===== src/rtl/core/rla_pkg.sv =====
// Package for the ring linear attention block: item codes, status codes,
// register indexes and default sizes. No dependencies.
package rla_pkg;

   // Default sizes handed to the top level parameters.
   localparam int VEC_DIM_DEF      = 16;
   localparam int SLOTS_DEF        = 64;
   localparam int ELEMENT_BITS_DEF = 16;

   // Configuration register layout.
   localparam int CSR_IDX_W  = 1;
   localparam int CSR_DATA_W = 7;
   localparam int DIMS_CFG_W  = 5;
   localparam int SLOTS_CFG_W = 7;
   localparam logic [CSR_IDX_W-1:0] REG_DIMS  = 1'b0;
   localparam logic [CSR_IDX_W-1:0] REG_SLOTS = 1'b1;
   localparam int DIMS_RESET  = 16;
   localparam int SLOTS_RESET = 64;

   // Item actions; the last code is accepted and ignored.
   localparam logic [1:0] ACT_PUSH  = 2'd0;
   localparam logic [1:0] ACT_QUERY = 2'd1;
   localparam logic [1:0] ACT_CLEAR = 2'd2;
   localparam logic [1:0] ACT_NOP   = 2'd3;

   // Result status codes.
   localparam logic [1:0] ST_NORM  = 2'd0;
   localparam logic [1:0] ST_ZERO  = 2'd1;
   localparam logic [1:0] ST_LEN   = 2'd2;
   localparam logic [1:0] ST_EMPTY = 2'd3;

   // Result format and arithmetic constants.
   localparam int RES_W       = 20;
   localparam int IDX_W       = 4;
   localparam int RES_MAX     = 524287;
   localparam int RES_MIN_MAG = 524288;
   localparam int FRAC_SHIFT  = 24;
   localparam int Q_BITS      = 22;
   localparam int Q_CNT_W     = 5;
   localparam int COUNT_W     = 7;
   localparam int COUNT_MAX   = 127;

endpackage


===== src/rtl/core/rla_div.sv =====
// Restoring divider for the attention normalization: one quotient bit per cycle.
// Depends on rla_pkg for the result width and saturation limits.
module rla_div
   import rla_pkg::*;
#(
   parameter int NUM_W = 60,
   parameter int DEN_W = 44
) (
   input  logic                    clock,
   input  logic                    reset,
   input  logic                    start,
   input  logic signed [NUM_W-1:0] dividend,
   input  logic signed [DEN_W-1:0] divisor,
   output logic                    done,
   output logic signed [RES_W-1:0] quotient
);

   localparam int CMP_W = (NUM_W > DEN_W + Q_BITS - 1) ? NUM_W : DEN_W + Q_BITS - 1;

   logic                 run_ff;
   logic                 fin_ff;
   logic                 done_ff;
   logic [Q_CNT_W-1:0]   cnt_ff;
   logic [CMP_W-1:0]     rem_ff;
   logic [CMP_W-1:0]     dsh_ff;
   logic [Q_BITS-1:0]    quo_ff;
   logic                 neg_ff;
   logic signed [RES_W-1:0] res_ff;
   logic [NUM_W-1:0]     num_mag;
   logic [DEN_W-1:0]     den_mag;
   logic                 fits;

   // Magnitudes of the operands; the sign of the quotient is kept apart.
   always_comb begin
      num_mag = dividend[NUM_W-1] ? (~dividend + NUM_W'(1)) : dividend;
      den_mag = divisor[DEN_W-1] ? (~divisor + DEN_W'(1)) : divisor;
      fits    = (rem_ff >= dsh_ff);
   end

   // One compare and subtract per cycle, then a saturation step.
   always_ff @(posedge clock) begin
      if (reset) begin
         run_ff  <= 1'b0;
         fin_ff  <= 1'b0;
         done_ff <= 1'b0;
         cnt_ff  <= '0;
      end else begin
         done_ff <= fin_ff;
         fin_ff  <= 1'b0;
         if (start) begin
            run_ff <= 1'b1;
            cnt_ff <= Q_CNT_W'(Q_BITS);
            rem_ff <= CMP_W'(num_mag);
            dsh_ff <= CMP_W'(den_mag) << (Q_BITS - 1);
            quo_ff <= '0;
            neg_ff <= dividend[NUM_W-1] ^ divisor[DEN_W-1];
         end else if (run_ff) begin
            if (fits) begin
               rem_ff <= rem_ff - dsh_ff;
            end
            quo_ff <= {quo_ff[Q_BITS-2:0], fits};
            dsh_ff <= dsh_ff >> 1;
            cnt_ff <= cnt_ff - Q_CNT_W'(1);
            if (cnt_ff == Q_CNT_W'(1)) begin
               run_ff <= 1'b0;
               fin_ff <= 1'b1;
            end
         end
         // A set top bit means the quotient is far out of range.
         if (fin_ff) begin
            if (neg_ff) begin
               if (quo_ff > Q_BITS'(RES_MIN_MAG)) begin
                  res_ff <= RES_W'(RES_MIN_MAG);
               end else begin
                  res_ff <= RES_W'(-quo_ff);
               end
            end else begin
               if (quo_ff > Q_BITS'(RES_MAX)) begin
                  res_ff <= RES_W'(RES_MAX);
               end else begin
                  res_ff <= RES_W'(quo_ff);
               end
            end
         end
      end
   end

   assign done     = done_ff;
   assign quotient = res_ff;

endmodule


===== config.mk =====
export PLATFORM = sky130hd
export DESIGN_NAME = rla_div
export DESIGN_NICKNAME = d
export VERILOG_FILES = /design/src/rtl/core/rla_pkg.sv /design/src/rtl/core/rla_div.sv
export SDC_FILE = /design/constraint.sdc
export NUM_CORES = 1
export LEC_CHECK = 0
export BUFFER_PORTS_ARGS = -buffer_cell sky130_fd_sc_hd__clkbuf_2
export CAP_MARGIN = 25
export CORE_ASPECT_RATIO = 0.9
export CORE_MARGIN = 10
export CORE_UTILIZATION = 35
export DETAILED_ROUTE_END_ITERATION = 12
export PLACE_DENSITY = 0.58
export SLEW_MARGIN = 25
export SYNTH_ARGS = -nofsm -noshare
export SYNTH_HDL_FRONTEND = slang
export SYNTH_SLANG_ARGS = --single-unit

===== constraint.sdc =====
create_clock -name clock -period 6.75 [get_ports clock]
set_input_delay 0.3375 -clock clock [delete_from_list [all_inputs] [get_ports clock]]
set_output_delay 0.3375 -clock clock [all_outputs]
set_load 0.02 [all_outputs]

==> flow_summary.json <==
{
  "status": "complete, no violations",
  "row_count": 69,
  "grt_usage_pct": 15.8,
  "rsz0062_at_grt": "no",
  "clock_skew_ns": 0.0139,
  "drtAntennaViolNets": 0,
  "end_kind": "register",
  "setup_violations": 0,
  "p_leak_nw": 6.14,
  "r2r_cells": 11,
  "overflow": 0,
  "cts_hold_buf": 0,
  "die_area_um2": 48600,
  "min_from": "divisor[0]",
  "diodes": 0,
  "finalPower_mw": 3.39,
  "crit_type": "reg -> reg",
  "numPortBuffers": 127,
  "syn_inst": 1610,
  "period_share_pct": 69.2,
  "max_cap_violations": 0,
  "fmax_mhz": 214,
  "cts.sink_count": 181,
  "worstMarginPinSlew_ns": 0.951,
  "synth-edff-count": 173,
  "ys_warn_count": 0,
  "startpoint_type": "register",
  "antenna_found_initial": 0,
  "holdPathStages": 3,
  "r2r_end": "rem_ff[62]",
  "required_ns": 6.93,
  "final_nets": 1856,
  "final_cell_mix": "edfxtp_1, nor2_1, a21oi_1, nand2_1, clkbuf_2",
  "clk_pin_slew_ns": 0.07,
  "worst_skew_pair.late_latency_ns": 0.45,
  "start_util_pct": 35.5,
  "htreeDepth": 4,
  "drcViolationCount": 0,
  "hold_viol_final": 0,
  "grt_max_degree": 86,
  "hold_end": "dsh_ff[21]",
  "p_per_area_nw_per_um2": 216,
  "post_cts_buffers": 0,
  "whs_ns": 0.275,
  "relSlewSlack_pct": 36.6,
  "peakVddDrop_uv": 146,
  "syn_area_um2": 14100,
  "vias": 12200,
  "place_hpwl_um": 29700,
  "ctsResizeCount": 0,
  "drive_gt1_share_pct": 11.7,
  "via_per_inst": 5.47,
  "synth-seq-area-share_pct": 38.1,
  "die_h_um": 210,
  "gp_congestion": 0.944,
  "cts_made_buffers": 17,
  "syn_to_final_growth_pct": 11.5,
  "ios": 128,
  "async_flop_share_pct": 0,
  "ys_ff_latch": 181,
  "wire_per_inst_um": 17.7,
  "r2r_start": "dsh_ff[0]",
  "grt_pass1_vias": 11600,
  "wirelength_um": 39300,
  "drtIter0Drc": 933,
  "grt_pass1_wl_um": 62600,
  "final_util_pct": 39.6,
  "core_um2": 39500,
  "clk_path_buf_depth": 2,
  "synth_cell_types": 76,
  "path_max_fanout": 4,
  "hp-class": "in -> reg",
  "rrSetupSlack_ns": 2.08,
  "dieWidth_um": 231,
  "cts-root-buf": "clkbuf_16",
  "synth_nets": 1788,
  "synth-main-ff-cell": "edfxtp_1",
  "syn_area_per_cell_um2": 8.73,
  "setup_tns_ns": 0,
  "arrival_ns": 4.85,
  "drt_first_pass_iters": 5,
  "min_period_ns": 4.67,
  "mostFrequentLayoutCell": "edfxtp_1",
  "slew_violations": 0,
  "cts_tree": "built"
}
-- area by class of cell --
| class | count | area (um^2) |
|---|---|---|
| inverters | 105 | 394 |
| well taps | 532 | 666 |
| fillers | 4086 | 23900 |
| clock inverters | 15 | 148 |
| flip-flops and latches | 181 | 5360 |
| multi-input cells | 1239 | 7980 |
| repair buffers | 134 | 698 |
| clock buffers | 17 | 425 |
-- cell usage after synthesis, drive strengths merged (6+ instances only) --
cell type  instances  area, um^2
ha                70         876
and3               8        50.1
or3b               6        52.6
nand2b            15        93.8
o21ai            109         546
nor2             161         604
a21oi            149         746
o211ai            12        90.1
nor4              13        81.3
or4               22         176
nand3             33         165
or3               26         168
nor2b             30         188
o31ai             38         304
xnor2             79         692
a211oi            12        90.1
a21boi             7        52.6
dfxtp              8         160
inv              104         390
or2                9        56.3
clkbuf            74         278
a21o              46         345
nor3              37         185
o21bai            12        90.1
nand4             21         131
o41ai             15         158
o21a              12        90.1
a31oi             10        62.6
edfxtp           173        5190
o311ai            13         114
buf               11        57.6
nand2            135         507
mux2i              6        60.1
xor2              70         613
-- sequential cells by signal (all words and copies together) (netlist names) --
register	flops
done	1
quotient	20
quo_ff	22
run_ff	1
dsh_ff	65
cnt_ff	5
neg_ff	1
rem_ff	65
fin_ff	1
-- cell families after synthesis --
kind of cell             synth area share, %
multiplexers                           0.508
flip-flops                              38.1
XOR/XNOR                                9.29
adder cells (fa/ha/maj)                 6.38
AO/OA/AOI/OAI                           21.7
AND/OR/NAND/NOR                         18.8
buffers and inverters                   5.19
-- stage by stage --
stage / setup slack (ns) / std cells / cell area [um^2]
after floorplan: 0.891 / 1610 / 14100
after global placement: 2.26 / 2191 / 15100
after detailed placement: 2.10 / 2191 / 15100
after CTS: 2.07 / 2223 / 15700
after global routing: 1.67 / 2223 / 15700
final: 2.08 / 2223 / 15700
-- per-layer routing --
layer,vias to the layer above,wire length [um],GRT usage (%)
met3,28,2000,2.85
met4,0,504,3.92
met1,5824,18700,21.4
met2,280,18000,25.6
li1,6030,-,-
met5,-,0,0
-- where the power goes --
| part | internal (mW) | total, mW | switching (mW) |
|---|---|---|---|
| combinational | 0.386 | 1.00 | 0.618 |
| sequential | 1.35 | 1.38 | 0.0374 |
| clock | 0.519 | 1.00 | 0.484 |
-- worst max path at each step --
stage | from | endpoint | cells after the start
2_1_floorplan | rem_ff[20] | rem_ff[0] | 10
3_3_place_gp | dividend[8] | rem_ff[56] | 10
3_5_place_dp | dsh_ff[0] | rem_ff[62] | 11
4_1_cts | dsh_ff[0] | rem_ff[62] | 11
5_1_grt | dsh_ff[0] | rem_ff[62] | 11
6_report | dsh_ff[0] | rem_ff[62] | 11
-- critical path: stages (launching register included) --
cell and delay, ns:
edfxtp_1 0.37, ha_1 0.21, fa_1 0.41, nor2b_1 0.21, o211ai_1 0.10, a311oi_1 0.39, o31ai_1 0.23, a2111oi_0 0.70
o2111ai_1 0.30, a2111oi_0 0.72, nor3_1 0.10, or4b_2 0.67
(Power assumes the default switching activity.)
